File: src/rtl/c3zp_pkg.sv
// Package: shared types and constants for the 3x3 zero-padded image filter.
package c3zp_pkg;

    localparam int MAX_WIDTH    = 1024;
    localparam int MAX_HEIGHT   = 1024;
    localparam int PIXEL_BITS   = 8;
    localparam int COEF_BITS    = 16;
    localparam int KERNEL_DIM   = 3;
    localparam int CFG_BITS     = 48;
    localparam int CFG_IDX_BITS = 3;
    localparam int SIZE_BITS    = 11;
    localparam int ADDR_BITS    = $clog2(MAX_WIDTH);
    localparam int PROD_BITS    = PIXEL_BITS + 1 + COEF_BITS;
    localparam int COL_SUM_BITS = PROD_BITS + 2;
    localparam int RESULT_BITS  = 28;
    localparam int FIFO_DEPTH   = 8;
    localparam int FIFO_PTR_BITS = $clog2(FIFO_DEPTH);
    localparam int FIFO_CNT_BITS = $clog2(FIFO_DEPTH + 1);

    // configuration register indexes
    typedef enum logic [CFG_IDX_BITS-1:0] {
        CFG_COEF_TOP = 3'd0,
        CFG_COEF_MID = 3'd1,
        CFG_COEF_BOT = 3'd2,
        CFG_WIDTH    = 3'd3,
        CFG_HEIGHT   = 3'd4
    } t_cfg_index;

    typedef logic [PIXEL_BITS-1:0]        t_pixel;
    typedef logic signed [COEF_BITS-1:0]  t_coef;
    // index 0 is the top kernel row
    typedef t_pixel [KERNEL_DIM-1:0]      t_column;
    typedef t_coef  [KERNEL_DIM-1:0]      t_coef_col;

    // per-cell control: window shift and per-row tap enables
    typedef struct packed {
        logic                  shift;
        logic [KERNEL_DIM-1:0] row_en;
    } t_cell_ctrl;

    // line store write request from the window stage
    typedef struct packed {
        logic                 en;
        logic [ADDR_BITS-1:0] addr;
        t_pixel               pix;
    } t_line_wr;

    typedef struct packed {
        logic signed [RESULT_BITS-1:0] filtered;
        logic                          frame_last;
    } t_result;

endpackage

File: src/rtl/c3zp_cell.sv
// Window cell: holds one kernel column of pixels and forms its masked column sum.
module c3zp_cell (
    input  logic                                    i_clk,
    input  logic                                    i_rst_n,
    input  c3zp_pkg::t_cell_ctrl                    i_ctrl,
    input  c3zp_pkg::t_column                       i_col,
    input  c3zp_pkg::t_coef_col                     i_coef,
    output c3zp_pkg::t_column                       o_col,
    output logic signed [c3zp_pkg::COL_SUM_BITS-1:0] o_sum
);

    c3zp_pkg::t_column                          r_col;
    logic signed [c3zp_pkg::PROD_BITS-1:0]      raw_prod [c3zp_pkg::KERNEL_DIM];
    logic signed [c3zp_pkg::PROD_BITS-1:0]      n_prod   [c3zp_pkg::KERNEL_DIM];
    logic signed [c3zp_pkg::PROD_BITS-1:0]      r_prod   [c3zp_pkg::KERNEL_DIM];
    logic signed [c3zp_pkg::COL_SUM_BITS-1:0]   n_sum;
    logic signed [c3zp_pkg::COL_SUM_BITS-1:0]   r_sum;

    // window column state, shifted in from the neighbor
    always_ff @(posedge i_clk) begin
        if (!i_rst_n) begin
            r_col <= '0;
        end else if (i_ctrl.shift) begin
            r_col <= i_col;
        end
    end

    // tap products on the incoming column; masked taps give zero
    always_comb begin
        for (int k = 0; k < c3zp_pkg::KERNEL_DIM; k++) begin
            raw_prod[k] = $signed({1'b0, i_col[k]}) * $signed(i_coef[k]);
            n_prod[k]   = i_ctrl.row_en[k] ? raw_prod[k] : '0;
        end
    end

    // column sum of the registered products
    always_comb begin
        n_sum = c3zp_pkg::COL_SUM_BITS'(r_prod[0])
              + c3zp_pkg::COL_SUM_BITS'(r_prod[1])
              + c3zp_pkg::COL_SUM_BITS'(r_prod[2]);
    end

    always_ff @(posedge i_clk) begin
        for (int k = 0; k < c3zp_pkg::KERNEL_DIM; k++) begin
            r_prod[k] <= n_prod[k];
        end
        r_sum <= n_sum;
    end

    assign o_col = r_col;
    assign o_sum = r_sum;

endmodule

File: config.mk
export PLATFORM = sky130hd
export DESIGN_NAME = c3zp_cell
export DESIGN_NICKNAME = d
export VERILOG_FILES = /design/src/rtl/c3zp_pkg.sv /design/src/rtl/c3zp_cell.sv
export SDC_FILE = /design/constraint.sdc
export NUM_CORES = 1
export LEC_CHECK = 0
export ABC_AREA = 1
export ABC_CLOCK_PERIOD_IN_PS = 7400
export BUFFER_PORTS_ARGS = -buffer_cell sky130_fd_sc_hd__buf_4
export CORE_MARGIN = 2
export CORE_UTILIZATION = 60
export DETAILED_ROUTE_END_ITERATION = 6
export PLACE_DENSITY_LB_ADDON = 0.05
export REMOVE_ABC_BUFFERS = 1
export SKIP_LAST_GASP = 1
export SLEW_MARGIN = 20
export SYNTH_ARGS = -nofsm -noshare
export SYNTH_HDL_FRONTEND = slang
export SYNTH_SLANG_ARGS = --single-unit
File: constraint.sdc
create_clock -name i_clk -period 7.4 [get_ports i_clk]
set_clock_uncertainty 0.1 [all_clocks]
set_input_delay 1.11 -clock i_clk [delete_from_list [all_inputs] [get_ports i_clk]]
set_output_delay 1.11 -clock i_clk [all_outputs]
set_load 0.01 [all_outputs]
==> flow_summary_export.csv, run 1 <==
group,metric,value,unit
outcome,status,"finished clean",
synth,synthXorXnorAreaFrac,0.00873,
clock_tree,tritoncts,"done",
placement,io_buffers,128,
synth,muxShareOfSynthArea,0,
critical_path,worstPathMaxFanout,17,
synth,async_flop_share,0,
floorplan,rows,68,
drt,wl_per_cell,14.1,µm
pwr,peakVddDrop,269,µV
clock_tree,cts_hold_buf,0,
drt,drc,0,
timing,period_minus_slack,5010,ps
drt,via_per_inst,4.99,
finish,syn_to_final_growth,8.25,%
synth,synth_top_family_by_area,"adder cells",
clock_tree,ctsResizeCount,0,
drt,wl_met2,23600,µm
finish,final_util,0.660,
placement,place_hpwl,42600,µm
timing,period_share,0.677,
synth,syn_area,0.0211,mm²
critical_path,setup.worst_path.end_class,"flip-flop",
global_routing,grt.overflow.total,0,
finish,antenna_cells,0,
min_path,hold_path.class,"flip-flop to flip-flop",
drt,drt_wl_total,49900,µm
pwr,p_comb_frac,0.781,
synth,synth_edf_count,0,
synth,synthAdderAreaFrac,0.419,
synth,synthTopCellsByArea,"fa_1 32%, inv_1 16%, nand2_1 15%, dfxtp_1 12%, ha_1 10%",
synth,syn_avg_cell_area,6.98,µm²
timing,hold_viol,0,
pwr,total_power,9260,µW
timing,rsz0062_at_grt,"false",
timing,finalMaxSlewViolations,0,
finish,nNetsFinal,3643,
pwr,pwr-share-clk,0.100,
finish,drive_above_1_share,0.0668,
synth,yosys_warnings,0,
floorplan,ios,129,
clock_tree,numCtsBuffers,17,
finish,regArea,0.00252,mm²
clock_tree,cts_root_buf,"clkbuf_16",
floorplan,core_area,0.0345,mm²
placement,gp_congestion,0.939,
floorplan,die_h,191,µm
critical_path,worstPathArrival,5250,ps
synth,synth_most_common_cell,"inv_1",
drt,dr_wl_met3,2390,µm
global_routing,grt_pass1_wl,84600,µm
clock_tree,clkLatencyLatePin,440,ps
drt,dr.pass1.iters,6,
clock_tree,postCtsSetupRepairBufs,0,
pwr,switching_share,0.554,
timing,setup_viol,0,
synth,yosysTopAreaCell,"fa_1",
flow_run,cap_violations,0,
synth,synth_compound_area_frac,0.0477,
placement,dp_slack,2030,ps
drt,drt_iter0_drc,1053,
clock_tree,clk_path_buf_depth,2,
timing,tns,0,ps
pwr,pwr-share-seq,0.119,
pwr,p_int,4120,µW
timing,max_freq,199,MHz
critical_path,crit_required,7640,ps
synth,synth-simple-area-share,0.227,
drt,detail-route-antenna-nets,0,
global_routing,grt_max_degree,26,
critical_path,worstSetupStartpointType,"primary input",
synth,yosys_register_bits,126,
drt,dr.max_layer_used,"met4",
synth,synth_cell_types,35,
synth,ys_top_cells_by_count,"880 x inv_1, 856 x nand2_1, 332 x fa_1",
timing,worst_hold_slack,407,ps
pwr,p_switching,5130,µW
global_routing,grt_pass1_vias,17800,
timing,setup_ws,2390,ps
synth,yosysSeqAreaShare,0.120,
clock_tree,cts_htree_levels,4,
global_routing,track_usage,0.289,
global_routing,antenna_found_initial,1,
pwr,p_per_area,406,mW/mm²
pwr,power_leakage,0.0143,µW
floorplan,die_w,191,µm
clock_tree,cts.sinks,126,
synth,synth_ff_type,"dfxtp_1",
drt,vias,17600,
finish,nFillCells,3154,
clock_tree,clk_pin_slew,70,ps
synth,syn_inst,3019,
floorplan,initial_utilization,0.610,
floorplan,die-area,0.0366,mm²
critical_path,criticalPathCategory,"primary input to flip-flop",
finish,multiInputGateArea,0.0148,mm²
drt,wl_met1,23000,µm
timing,tightest_slew,947,ps
synth,yosys.area.top_type_share,0.315,
timing,slew_headroom,0.368,
layout by cell type, fill, tap and decap left out, types with 3 or more instances in the layout:
cell | synthesis | layout
xor2_1 | 16 | 16
inv_1 | 880 | 880
and2_1 | 7 | 7
fa_1 | 332 | 332
nor3_1 | 10 | 10
ha_1 | 175 | 175
nor2_2 | 11 | 11
dfxtp_1 | 126 | 126
nand2_2 | 20 | 20
clkbuf_1 | 98 | 3
and2_0 | 3 | 3
o21ai_0 | 59 | 59
inv_6 | 0 | 3
a21oi_1 | 105 | 105
nand3_2 | 6 | 6
inv_2 | 4 | 4
bufinv_16 | 0 | 4
nand3_1 | 78 | 78
nand4_1 | 17 | 17
clkbuf_16 | 0 | 17
nand2_1 | 856 | 856
xnor2_1 | 5 | 5
o21bai_1 | 4 | 4
o21a_1 | 9 | 9
nor2_1 | 170 | 170
nand3b_1 | 6 | 6
buf_4 | 2 | 128
o21ai_1 | 3 | 3
cell type report:
type	instances	share of cell area
clock buffers	21	0.0197
well taps	455	0.0250
repair buffers	128	0.0421
multi-input cells	1901	0.649
inverters	884	0.145
clock inverters	11	0.00784
flip-flops and latches	126	0.111
final timing paths:
| kind | depth (start not counted) | endpoint | slack, ps | startpoint |
|---|---|---|---|---|
| max | 19 | r_prod[0][22] | 2390 | i_col[0] |
| max reg2reg | 12 | o_sum[15] | 4430 | r_prod[0][1] |
| min reg2reg | 2 | o_col[18] | 410 | o_col[18] |
| min | 2 | o_col[18] | 410 | o_col[18] |
power groups by stage:
stage | Sequential [µW] | Combinational, µW | Clock, µW
4_1_cts | 1110 | 7220 | 934
2_1_floorplan | 1110 | 5280 | 0
3_5_place_dp | 1120 | 7150 | 0
5_1_grt | 1120 | 8290 | 964
3_3_place_gp | 1110 | 7050 | 0
6_report | 1100 | 7230 | 923
critical path: stages:
cell,delay (ps)
buf_4,210
nand2_1,170
fa_1,660
inv_1,140
fa_1,610
inv_1,120
fa_1,500
inv_1,50
fa_1,440
ha_1,370
nand2_1,110
inv_1,80
nand2_1,70
nor2_1,170
nand4_1,130
nand3_1,150
nand2_1,70
nand2_1,60
nor2_1,40
metal layers:
metal  track usage  vias up
li1              -     8689
met1         0.398     8399
met2         0.489      432
met3        0.0330       72
met4        0.0651        0
met5             0        -
logic make-up after synthesis:
group / after synthesis
AOI/OAI and AO/OA: 186
DFF: 126
xor gates and xnor gates: 21
buffers and inverters: 992
adders and majority gates: 507
and+or+nand+nor: 1187
per-stage QoR:
stage               cells  cell area, µm²
finish               3526           22800
global route         3526           22800
CTS                  3526           22800
detailed placement   3494           22200
global placement     3494           22200
floorplan            2911           20700
state kept, by name (all words and copies together), names as in the netlist:
register,count
o_sum,27
o_col,24
r_prod,75
Note: power is estimated with default switching activity, not from simulation.
==> run 2, diff against run 1 <==
--- a/config.mk
+++ b/config.mk
@@ -6,10 +6,10 @@
 export NUM_CORES = 1
 export LEC_CHECK = 0
 export ABC_AREA = 1
-export ABC_CLOCK_PERIOD_IN_PS = 7400
+export ABC_CLOCK_PERIOD_IN_PS = 4210
 export BUFFER_PORTS_ARGS = -buffer_cell sky130_fd_sc_hd__buf_4
 export CORE_MARGIN = 2
-export CORE_UTILIZATION = 60
+export CORE_UTILIZATION = 58
 export DETAILED_ROUTE_END_ITERATION = 6
 export PLACE_DENSITY_LB_ADDON = 0.05
 export REMOVE_ABC_BUFFERS = 1
==> constraint.sdc (replaced) <==
create_clock -name i_clk -period 4.21 [get_ports i_clk]
set_clock_uncertainty 0.1 [all_clocks]
set_input_delay 0.6315 -clock i_clk [delete_from_list [all_inputs] [get_ports i_clk]]
set_output_delay 0.6315 -clock i_clk [all_outputs]
set_load 0.01 [all_outputs]
==> run 2 against run 1 <==
  * The flow now finishes with violations (DRC)
  * Critical path depth is 3 higher
  * Clock-buffer cell count is 3 lower
  * First-iteration DRC count is 8.2% lower
  * Power is 110% higher
  * Largest power group unchanged
==> flow_summary_export.csv, run 2 (synthesis results as in run 1) <==
group,metric,value,unit
outcome,status,"finished, violations left",
outcome,violations,"DRC",
critical_path,setup.worst_path.end_class,"flip-flop",
timing,period_share,0.961,
critical_path,criticalPathCategory,"primary input to flip-flop",
finish,drive_above_1_share,0.159,
min_path,hold_path.class,"primary input to flip-flop",
drt,dr.pass1.iters,7,
clock_tree,cts.sinks,126,
placement,place_hpwl,44200,µm
critical_path,path_cells,"buf_4 > buf_12 > buf_4 > nand2_1 > fa_1 > inv_1 > ha_1 > ha_1 > inv_1 > fa_1 > inv_1 > ha_1 > inv_1 > fa_1 > inv_1 > nand3_1 > nand3_2 > nand2_1 > nand2_1 > nand2_1 > a21oi_1 > nor2_1",
drt,via_per_inst,4.89,
timing,hold_viol,0,
min_path,min_from,"i_coef[16]",
timing,slew_headroom,0.338,
critical_path,critPathTopFamily,"adder cells",
clock_tree,tritoncts,"done",
global_routing,antenna_found_initial,0,
critical_path,rr_worst_depth,14,
global_routing,grt.overflow.total,0,
placement,gp_congestion,0.906,
critical_path,crit_top_cell,"inv_1",
floorplan,die_h,195,µm
flow_run,cap_violations,0,
global_routing,grt_max_degree,26,
finish,final_area,0.0251,mm²
critical_path,worstSetupStartpointType,"primary input",
drt,drt_iter0_drc,967,
timing,tns,0,ps
drt,drt_wl_total,51800,µm
pwr,peakVddDrop,405,µV
placement,dp_slack,-533,ps
critical_path,crit_slowest_cell,"fa_1",
timing,setup_viol,0,
critical_path,cp.depth,22,
timing,tightest_slew,992,ps
placement,io_buffers,128,
clock_tree,clk_path_buf_depth,2,
finish,nFillCells,3125,
clock_tree,cts_htree_levels,4,
finish,largest_reg_flops,75,
critical_path,startpoint,"i_col[1]",
timing,period_minus_slack,4040,ps
timing,rsz0062_at_grt,"true",
finish,syn_to_final_growth,19.0,%
critical_path,r2r_start,"r_prod[0][50]",
drt,detail-route-antenna-nets,0,
floorplan,rows,69,
finish,top_register,"r_prod",
critical_path,worstPathMaxFanout,10,
critical_path,critical_path_buf_inv_count,8,
floorplan,die_w,195,µm
finish,final_cell_mix,"872 x inv_1, 836 x nand2_1, 326 x buf_4",
drt,wl_per_cell,13.8,µm
floorplan,initial_utilization,0.591,
min_path,hold_depth,3,
finish,final_common_cell,"inv_1",
floorplan,die-area,0.0379,mm²
pwr,power_leakage,0.0154,µW
critical_path,critPathMaxStageDelay,520,ps
clock_tree,cts_hold_buf,0,
timing,max_freq,247,MHz
clock_tree,clk_pin_slew,70,ps
clock_tree,clkLatencyLatePin,450,ps
timing,finalMaxSlewViolations,0,
global_routing,grt_pass1_vias,18400,
critical_path,worstPathArrival,4290,ps
critical_path,crit_required,4450,ps
placement,place_area,0.0238,mm²
timing,setup_ws,165,ps
floorplan,ios,129,
critical_path,rrSetupSlack,1310,ps
finish,nNetsFinal,3856,
floorplan,core_area,0.0357,mm²
clock_tree,numCtsBuffers,17,
clock_tree,cts_root_buf,"clkbuf_16",
pwr,p_per_area,763,mW/mm²
global_routing,track_usage,0.284,
global_routing,grt_pass1_wl,87500,µm
drt,vias,18300,
drt,drc,2,
## run 2: cell count changes in the layout (fill, tap and decap cells not counted), moves of 15 or more
| cell | before | now |
|---|---|---|
| nand2_2 | 20 | 38 |
| nor2_1 | 170 | 155 |
| ha_1 | 175 | 142 |
| buf_4 | 128 | 326 |
| ha_4 | 0 | 32 |
| nand2_1 | 856 | 836 |
## run 2: path summary, 6_finish.rpt
kind,end
max,r_prod[0][18]
max reg2reg,o_sum[15]
min reg2reg,o_col[11]
min,r_prod[0][25]
## run 2: through the flow
step	total power (µW)	instances	util	hold WS, ps
5_1_grt	21300	3745	0.703	388
4_1_cts	17900	3741	0.683	372
3_3_place_gp	16000	3709	0.667	376
3_5_place_dp	16200	3709	0.667	387
2_1_floorplan	11200	2911	-	433
6_report	19100	3746	0.703	384
## run 2: cell type report
type	count	area [µm²]	share of cell area
inverter	884	3320	0.132
sequential	126	2520	0.101
clock inverter	14	144	0.00574
timing repair buffer	341	2630	0.105
multi-input combinational	1901	15400	0.616
antenna	1	2.50	0.0000998
tap	461	577	0.0230
clock buffer	18	439	0.0175
## run 2: per-layer routing
layer	wire [µm]	track usage	up-vias	share of wire
li1	-	-	9128	-
met2	24500	0.480	448	0.47
met5	0	0	-	0
met1	24200	0.399	8683	0.47
met4	682	0.0533	0	0.013
met3	2410	0.0324	57	0.047
## run 2: what timing repair did
| item | in CTS | in global routing |
|---|---|---|
| setup buffers | 0 | 4 |
| endpoints found under the setup margin | 3 | 42 |
| pin swaps | 0 | 34 |
| resized for setup | 2 | 132 |
## run 2: power by group
group	internal (µW)	switching, µW
logic	6610	9090
registers	1700	248
clock network	850	658
## run 2: tightest hold or removal path: cells and delay by family
family        cells  cell delay [ps]
buf+inv           1              140
simple gates      2              110
