**config.mk**
```make
export PLATFORM = sky130hd
export DESIGN_NAME = c3zp_out_fifo
export DESIGN_NICKNAME = d
export VERILOG_FILES = /design/src/rtl/c3zp_pkg.sv /design/src/rtl/c3zp_out_fifo.sv
export SDC_FILE = /design/constraint.sdc
export NUM_CORES = 1
export LEC_CHECK = 0
export BUFFER_PORTS_ARGS = -buffer_cell sky130_fd_sc_hd__buf_2
export CORE_MARGIN = 4
export CORE_UTILIZATION = 60
export CTS_CLUSTER_SIZE = 16
export DETAILED_ROUTE_END_ITERATION = 8
export PLACE_DENSITY = 0.78
export SETUP_SLACK_MARGIN = 0.15
export SLEW_MARGIN = 20
export SYNTH_ARGS = -nofsm -noshare
export SYNTH_HDL_FRONTEND = slang
export SYNTH_SLANG_ARGS = --single-unit
```
**constraint.sdc**
```tcl
create_clock -name i_clk -period 4.6 [get_ports i_clk]
set_input_delay 0.46 -clock i_clk [delete_from_list [all_inputs] [get_ports i_clk]]
set_output_delay 0.46 -clock i_clk [all_outputs]
set_load 0.05 [all_outputs]
```
**src/rtl/c3zp_pkg.sv**
```systemverilog
// Package: shared types and constants for the 3x3 zero-padded image filter.
package c3zp_pkg;

    localparam int MAX_WIDTH    = 1024;
    localparam int MAX_HEIGHT   = 1024;
    localparam int PIXEL_BITS   = 8;
    localparam int COEF_BITS    = 16;
    localparam int KERNEL_DIM   = 3;
    localparam int CFG_BITS     = 48;
    localparam int CFG_IDX_BITS = 3;
    localparam int SIZE_BITS    = 11;
    localparam int ADDR_BITS    = $clog2(MAX_WIDTH);
    localparam int PROD_BITS    = PIXEL_BITS + 1 + COEF_BITS;
    localparam int COL_SUM_BITS = PROD_BITS + 2;
    localparam int RESULT_BITS  = 28;
    localparam int FIFO_DEPTH   = 8;
    localparam int FIFO_PTR_BITS = $clog2(FIFO_DEPTH);
    localparam int FIFO_CNT_BITS = $clog2(FIFO_DEPTH + 1);

    // configuration register indexes
    typedef enum logic [CFG_IDX_BITS-1:0] {
        CFG_COEF_TOP = 3'd0,
        CFG_COEF_MID = 3'd1,
        CFG_COEF_BOT = 3'd2,
        CFG_WIDTH    = 3'd3,
        CFG_HEIGHT   = 3'd4
    } t_cfg_index;

    typedef logic [PIXEL_BITS-1:0]        t_pixel;
    typedef logic signed [COEF_BITS-1:0]  t_coef;
    // index 0 is the top kernel row
    typedef t_pixel [KERNEL_DIM-1:0]      t_column;
    typedef t_coef  [KERNEL_DIM-1:0]      t_coef_col;

    // per-cell control: window shift and per-row tap enables
    typedef struct packed {
        logic                  shift;
        logic [KERNEL_DIM-1:0] row_en;
    } t_cell_ctrl;

    // line store write request from the window stage
    typedef struct packed {
        logic                 en;
        logic [ADDR_BITS-1:0] addr;
        t_pixel               pix;
    } t_line_wr;

    typedef struct packed {
        logic signed [RESULT_BITS-1:0] filtered;
        logic                          frame_last;
    } t_result;

endpackage

```
**src/rtl/c3zp_out_fifo.sv**
```systemverilog
// Result queue between the filter pipeline and the output channel.
module c3zp_out_fifo (
    input  logic                               i_clk,
    input  logic                               i_rst_n,
    input  logic                               i_push,
    input  c3zp_pkg::t_result                  i_data,
    output logic                               o_valid,
    input  logic                               i_ready,
    output c3zp_pkg::t_result                  o_data,
    output logic [c3zp_pkg::FIFO_CNT_BITS-1:0] o_count
);

    c3zp_pkg::t_result                    r_mem [c3zp_pkg::FIFO_DEPTH];
    logic [c3zp_pkg::FIFO_PTR_BITS-1:0]   r_wr_ptr;
    logic [c3zp_pkg::FIFO_PTR_BITS-1:0]   r_rd_ptr;
    logic [c3zp_pkg::FIFO_CNT_BITS-1:0]   r_count;
    logic [c3zp_pkg::FIFO_CNT_BITS-1:0]   n_count;
    logic                                 pop;

    assign pop = o_valid && i_ready;

    always_comb begin
        n_count = r_count;
        if (i_push && !pop) begin
            n_count = r_count + 1'b1;
        end else if (!i_push && pop) begin
            n_count = r_count - 1'b1;
        end
    end

    // pointers and fill count
    always_ff @(posedge i_clk) begin
        if (!i_rst_n) begin
            r_wr_ptr <= '0;
            r_rd_ptr <= '0;
            r_count  <= '0;
        end else begin
            if (i_push) begin
                r_wr_ptr <= r_wr_ptr + 1'b1;
            end
            if (pop) begin
                r_rd_ptr <= r_rd_ptr + 1'b1;
            end
            r_count <= n_count;
        end
    end

    always_ff @(posedge i_clk) begin
        if (i_push) begin
            r_mem[r_wr_ptr] <= i_data;
        end
    end

    assign o_valid = (r_count != '0);
    assign o_data  = r_mem[r_rd_ptr];
    assign o_count = r_count;

endmodule

```
==> summary.md, run 1 <==
| Metric | Value |
|---|---|
| Top Ports | `67` |
| Proportion of netlist area held by the largest area contributor | `0.737` |
| DR vias/cell | `6.05` |
| Final hold vios | `0` |
| PD cells | `557 nW/um2` |
| Die ar. | `17,800 um2` |
| Post-synth top cells | `edfxtp_1 (232), mux4_2 (45), mux2_2 (19), dfxtp_1 (13), mux4_1 (13)` |
| CP max FO | `33` |
| Cell with the most instances after synthesis | `edfxtp_1` |
| Crit path launch type | `flip-flop` |
| Hold buffer count at cts | `0` |
| Setup CP Type | `reg -> out` |
| Total negative setup slack | `0 ns` |
| H-tree levels | `1` |
| DP Area | `10,000 um2` |
| Outcome | `finished, final reports clean` |
| Synthesized area per cell | `23.4 um2` |
| Die extent in y | `about 130 um` |
| Netlist cell types | `30` |
| CP arrival | `~2.8 ns` |
| Initial antenna violation count | `1` |
| Final Slew Violations | `0` |
| Leakage | `about 0.0035 uW` |
| Diodes inserted | `0` |
| Die extent in x | `133 um` |
| GRT Overall Usage | `0.198` |
| Port Buf Inserts | `66` |
| Maximum vdd drop | `0.430 mV` |
| TritonCTS buffer count | `24` |
| Core Region | `15,300 um2` |
| Sink Count | `245` |
| Max frequency | `a little over 300 MHz` |
| Total power | `6020 uW` |
| Setup Fix Bufs, Post-CTS | `0` |
| Pin count of the biggest net entering global routing | `34` |
| Post-DP HPWL | `9.03 mm` |
| First-pass GRT wire length | `26.7 mm` |
| Worst path required time | `between 4 and 5 ns` |
| Synth Flop Type | `edfxtp_1` |
| Layout cells sized above 1 | `0.382` |
| Flops & latches, synth | `245` |
| Critical Path End | `o_data[7]` |
| Root buf cell | `clkbuf_16` |
| Cells after synthesis | `404` |
| Post-route DRC | `0` |
| Share of flip-flops with an asynchronous set or reset | `0` |
| Post-route ant nets | `0` |
| Fin Clk Skew | `0.0132 ns` |
| Grt total ovfl | `0` |
| CP Depth | `4` |
| Critical path's top delay family | `flip-flops` |
| R2r setup slk | `2.06 ns` |
| Detailed-route via count | `4,314` |
| Max cap viols | `0` |
| Final Instance Area | `10,800 um2` |
| RSZ-0062 raised after global routing | `no` |
| Rel. slew slack | `0.300` |
| Syn-to-layout area delta | `14.5%` |
| Sequential element share of the synthesized area | `0.765` |
| RR Endpoint | `o_count[3]` |
| Cell total after placement | `668` |
| Initial DRC count | `395` |
| Mapped cell area | `9450 um2` |
| CP endpoint kind | `output port` |
| Layout Nets | `around 520` |
| Least-Margin Pin Slew | `1.05 ns` |
| Crit-path cells | `buf_4 -> mux4_2 -> mux2_2 -> buf_2` |
| Beginning of the worst register-to-register path | `o_count[1]` |
| Largest stage delay on the critical path | `roughly 0.91 ns` |
| Final min period | `between 3 and 4 ns` |
| Largest cells by area after synthesis | `edfxtp_1 (74%), mux4_2 (11%), mux4_1 (3.6%), dfxtp_1 (2.8%), mux2_2 (2.3%)` |
| # setup viols final | `0` |
| Slowest-stage cell, CP | `dfxtp_2` |
| CP Buf/Inv Count | `2` |
| Synth area leader | `edfxtp_1` |
| Period utilisation layout | `0.710` |
| HP Class | `in -> reg` |
| Non-Filler Instances | `about 710` |
| Clk pin slew, worst setup/hold paths | `0.06 ns` |
| Worst R2R Path Depth | `9` |
| WL final | `17.4 mm` |
| Hold path depth | `1` |
| Floorplan row count | `45` |
| Post-synth EDFFs | `roughly 230` |
| Hold Worst Slack | `0.209 ns` |
| CTS tree | `done` |
| Synth warn | `0` |
| PostCTS Resize Cnt | `0` |
| Average routed wire per standard cell | `24.3 um` |
| Routability congestion estimate | `0.712` |
| Vias in the first global route | `approximately 4,500` |
| Initial core utilization | `0.617` |
| Syn Nets | `443` |
| Clk buf depth | `3` |
| Clk_lat worst skew | `0.52 ns` |
| Router iterations before antenna repair | `4` |
-- routing by layer --
| layer | track usage | share of wire |
|---|---|---|
| met1 | 0.279 | 0.40 |
| met2 | 0.328 | 0.51 |
| met3 | 0.0359 | 0.067 |
| met4 | 0.0520 | 0.019 |
| met5 | 0 | 0.00075 |
-- sequential cells by signal, indices dropped and copies added (netlist names), named ones only --
name / cells
r_rd_ptr: 3
r_mem: 232
r_wr_ptr: 3
o_count: 4
-- worst register-to-register path: cells and delay by family (launching register included) --
family | cells | cell delay [ns]
AO/OA/AOI/OAI | 3 | 0.50
flip-flops | 1 | 0.35
AND/OR/NAND/NOR | 2 | 0.79
multiplexers | 1 | 0.20
adder cells (fa/ha/maj) | 2 | 0.52
buffers and inverters | 1 | 0.10
-- logic make-up (layout without fill, tap and decap cells) --
| group | Yosys count | in the layout | synth area share |
|---|---|---|---|
| xor gates and xnor gates | 6 | 6 | 0.00556 |
| buffers and inverters | 19 | 117 | 0.0146 |
| AOI/OAI and AO/OA | 5 | 5 | 0.00331 |
| adders and majority gates | 6 | 6 | 0.00874 |
| and+or+nand+nor | 33 | 33 | 0.0176 |
| muxes | 90 | 90 | 0.185 |
| DFF | 245 | 245 | 0.765 |
-- worst min-delay path by stage --
| stage | end | slack (ns) | start |
|---|---|---|---|
| final | r_mem[6][18] | 0.21 | i_data[18] |
| after global routing | r_mem[4][13] | 0.21 | i_data[13] |
| after CTS | r_mem[6][18] | 0.19 | i_data[18] |
| after detailed placement | o_count[3] | 0.49 | o_count[3] |
| after global placement | o_count[3] | 0.46 | o_count[3] |
| after floorplan | flip-flop | 0.45 | r_rd_ptr[1] |
-- area by class of cell --
cell class                      instances  area [um2]
Inverter                                1        3.75
Multi-Input combinational cell        140        2140
Sequential cell                       245        7230
Clock buffer                           33         676
Timing Repair Buffer                   73         415
Fill cell                             901        4500
Clock inverter                         10        83.8
Tap cell                              211         264
-- layout by cell type (no fill, tap or decap), types with 7 or more instances in the layout --
cell         n
edfxtp_1   232
mux4_2      45
and2_1       7
mux2_2      19
buf_2       66
mux2_4      10
clkbuf_16   25
mux4_1      13
dfxtp_1     10
nand2_1      7
-- metrics by stage --
| stage | worst slack [ns] | util |
|---|---|---|
| 2_1_floorplan | 1.59 | - |
| 3_3_place_gp | 1.88 | 0.653 |
| 3_5_place_dp | 1.85 | 0.653 |
| 4_1_cts | 1.28 | 0.703 |
| 5_1_grt | 1.20 | 0.706 |
| 6_report | 1.33 | 0.706 |
-- report_power, final --
part | leakage, uW | switching (uW) | total (uW) | internal, uW
combinational | 0.000956 | 874 | 1490 | 616
sequential | 0.00222 | 126 | 2660 | 2530
clock | 0.000370 | 792 | 1880 | 1090
(Power assumes the default switching activity.)
==> run 2: changes to the inputs <==
Settings changed: ABC_AREA from default to 1.
Clock period 4.6 ns to 3.4 ns, I/O delays scaled along.
==> run 2 against run 1 <==
Cell area increased by 3.4%. Sequential share of layout area down 2.2 points. Cell count is 61% higher. Critical path depth up 2. Sequential power increased by 33%. Critical path type unchanged. Largest cell class unchanged. Highest routed layer unchanged.
==> summary.md, run 2 <==
| Metric | Value |
|---|---|
| TritonCTS buffer count | `24 (unchanged)` |
| PostCTS Resize Cnt | `0 (unchanged)` |
| Max reg flops | `232 (unchanged)` |
| Synth Flop Type | `edfxtp_1` |
| Combinational share of power | `0.263 (+0.016)` |
| Internal power | `5650 uW (+34%)` |
| H-tree levels | `1 (unchanged)` |
| CP endpoint kind | `output port` |
| Average routed wire per standard cell | `17.4 um (-29%)` |
| Die ar. | `18,600 um2 (+4.6%)` |
| Net Sw Frac | `0.333 (+0.0354)` |
| Routability congestion estimate | `0.728 (+2.3%)` |
| Floorplan row count | `46 (+2.2%)` |
| Reg power frac | `0.416 (-0.025)` |
| Sw Pwr | `2820 uW (+57%)` |
| RR Endpoint | `o_count[3]` |
| Synth warn | `0 (unchanged)` |
| CTS tree | `done` |
| CP arrival | `2.63 ns (-0.18 ns)` |
| Setup Fix Bufs, Post-CTS | `0 (unchanged)` |
| Commonest non-fill, non-tap cells in the layout | `nor2_1 (240), edfxtp_1 (232), nand2_1 (164), o21ai_1 (68), buf_2 (66)` |
| Clk pin slew, worst setup/hold paths | `0.06 ns (about the same)` |
| Total negative setup slack | `0 ns (unchanged)` |
| Final hold vios | `0 (unchanged)` |
| Post-synth top cells | `nor2_1 (248), edfxtp_1 (232), nand2_1 (164), o21ai_1 (68), o21ai_0 (53)` |
| PD cells | `758 nW/um2 (+36%)` |
| Diodes inserted | `0 (unchanged)` |
| Die extent in y | `137 um (+2.3%)` |
| Sequential element share of the synthesized area | `0.729 (-0.0358)` |
| Final min period | `2.97 ns` |
| Crit path launch type | `flip-flop` |
| Initial antenna violation count | `2 (+1)` |
| Initial DRC count | `463 (+17%)` |
| Cells after synthesis | `860 (+110%)` |
| # setup viols final | `0 (unchanged)` |
| Outcome | `finished, final reports clean` |
| Worst R2R Path Depth | `11 (+2)` |
| GRT Overall Usage | `0.218 (+0.0197)` |
| Hold path depth | `1 (unchanged)` |
| Clk buf depth | `3 (unchanged)` |
| Multi-input gate area | `2390 um2 (+12%)` |
| Post-route DRC | `0 (unchanged)` |
| Max cap viols | `0 (unchanged)` |
| Top Ports | `67 (unchanged)` |
| Leakage | `0.00418 uW (+18%)` |
| Pin count of the biggest net entering global routing | `117 (+240%)` |
| Post-synth EDFFs | `232 (unchanged)` |
| Port Buf Inserts | `66 (unchanged)` |
| Setup CP Type | `reg -> out` |
| Mapped cell area | `9910 um2 (+4.9%)` |
| Syn-to-layout area delta | `12.8%` |
| Filler Cells Inserted | `1,124 (+25%)` |
| Netlist cell types | `21 (-30%)` |
| Cell total after placement | `1,109 (+66%)` |
| RSZ-0062 raised after global routing | `no` |
| Router iterations before antenna repair | `7 (+3)` |
| Fin Clk Skew | `0.00801 ns (-0.00520 ns)` |
| Synth area leader | `edfxtp_1` |
| Initial core utilization | `0.617 (about the same)` |
| Biggest register | `r_mem` |
| Core Region | `16,100 um2 (+4.9%)` |
| Flops & latches, synth | `245 (unchanged)` |
| Post-route ant nets | `0 (unchanged)` |
| Period utilisation layout | `0.873` |
| Post-route setup slack | `0.431 ns (-0.901 ns)` |
| Sink Count | `245 (unchanged)` |
| Max frequency | `approximately 340 MHz` |
| Rel. slew slack | `0.300 (about the same)` |
| Die extent in x | `137 um (+2.3%)` |
| Share of flip-flops with an asynchronous set or reset | `0 (unchanged)` |
| Clock Power Share | `0.321 (+0.009)` |
| Maximum vdd drop | `0.671 mV (+56%)` |
| Non-Filler Instances | `1,151 (+61%)` |
| Grt total ovfl | `0 (unchanged)` |
| Commonest non-fill, non-tap cell in the layout | `nor2_1` |
| Layout Nets | `958 (+83%)` |
| Layout cells sized above 1 | `0.130 (-0.252)` |
| Sequential standard cell area | `7230 um2 (about the same)` |
| Final Slew Violations | `0 (unchanged)` |
| Least-Margin Pin Slew | `1.05 ns (-0.0000338 ns)` |
| Critical Path End | `o_data[17]` |
| Cell with the most instances after synthesis | `nor2_1` |
| Synthesized area per cell | `11.5 um2 (-51%)` |
| Worst path required time | `3.06 ns (-1.08 ns)` |
| Largest cells by area after synthesis | `edfxtp_1 (70%), nor2_1 (9.4%), nand2_1 (6.2%), o21ai_1 (3.4%), o21ai_0 (2.7%)` |
| Beginning of the worst register-to-register path | `o_count[0]` |
| Post-place setup slack | `0.765 ns (-1.08 ns)` |
| CP max FO | `116 (+250%)` |
| WL final | `20.0 mm (+15%)` |
| DR vias/cell | `5.44 (-10%)` |
| Proportion of netlist area held by the largest area contributor | `0.703 (-0.0345)` |
| Vias in the first global route | `6,177 (+36%)` |
| Hold buffer count at cts | `0 (unchanged)` |
| Root buf cell | `clkbuf_16` |
| Detailed-route via count | `6,266 (+45%)` |
| HP Class | `in -> reg` |
| First-pass GRT wire length | `31.4 mm (+18%)` |
| Clk_lat worst skew | `0.51 ns (about the same)` |
| R2r setup slk | `1.29 ns (-0.77 ns)` |
| Syn Nets | `899 (+100%)` |
| Post-DP HPWL | `10.7 mm (+18%)` |
## run 2: cell count changes after synthesis, sizes merged, moves of 24 or more
cell | previous run | this run
buf | 9 | 33
mux2 | 29 | 0
mux4 | 58 | 0
nand2 | 7 | 164
nor2 | 7 | 248
o21ai | 1 | 121
## run 2: worst min path at each step
stage | start | to | slack (ns)
final | i_data[4] | r_mem[7][4] | 0.1
after global routing | i_data[4] | r_mem[7][4] | 0.09
after CTS | i_data[23] | r_mem[5][23] | 0.08
after detailed placement | r_rd_ptr[1] | flip-flop | 0.47
after global placement | r_rd_ptr[1] | flip-flop | 0.47
after floorplan | i_data[0] | r_mem[0][0] | 0.44
## run 2: layer usage
layer  GRT usage  vias up  share of wire
met3      0.0357       47          0.068
met1       0.288     2961           0.41
met4      0.0661        4          0.023
met5           0        -         0.0010
li1            -     3040              -
met2       0.374      214           0.50
## run 2: power groups by stage
stage / combinational (uW) / clock [uW] / sequential, uW
final: 2220 / 2720 / 3530
after floorplan: 1780 / 0 / 3580
after detailed placement: 2210 / 0 / 3590
after global placement: 2170 / 0 / 3580
after global routing: 2460 / 2880 / 3540
after CTS: 2230 / 2760 / 3530
## run 2: layout make-up
type                    instances  area share
clock buffers                  35      0.0611
clock inverters                 7      0.0117
repair buffers                 77      0.0369
flip-flops and latches        245       0.647
multi-input cells             557       0.214
well taps                     216      0.0242
inverters                      14     0.00515
## run 2: stage by stage
step	power (uW)	util	cell area, um2	hold slack (ns)
floorplan	5360	-	9910	0.439
global placement	5760	0.645	10400	0.469
detailed placement	5800	0.645	10400	0.470
CTS	8520	0.696	11200	0.0849
global route	8880	0.696	11200	0.0947
finish	8470	0.696	11200	0.0992
## run 2: cells by family after synthesis
family,synth area share
adder cells (fa/ha/maj),0.00833
AND/OR/NAND/NOR,0.160
flip-flops,0.729
XOR/XNOR,0.00177
AO/OA/AOI/OAI,0.0651
buffers and inverters,0.0352
## run 2: worst max-delay path: stages, from the launching register on
cell and delay, ns:
dfxtp_4 0.80, inv_6 0.42, o21ai_0 0.37, nand2_1 0.08
nand2_1 0.06, nand2_1 0.05, buf_2 0.20
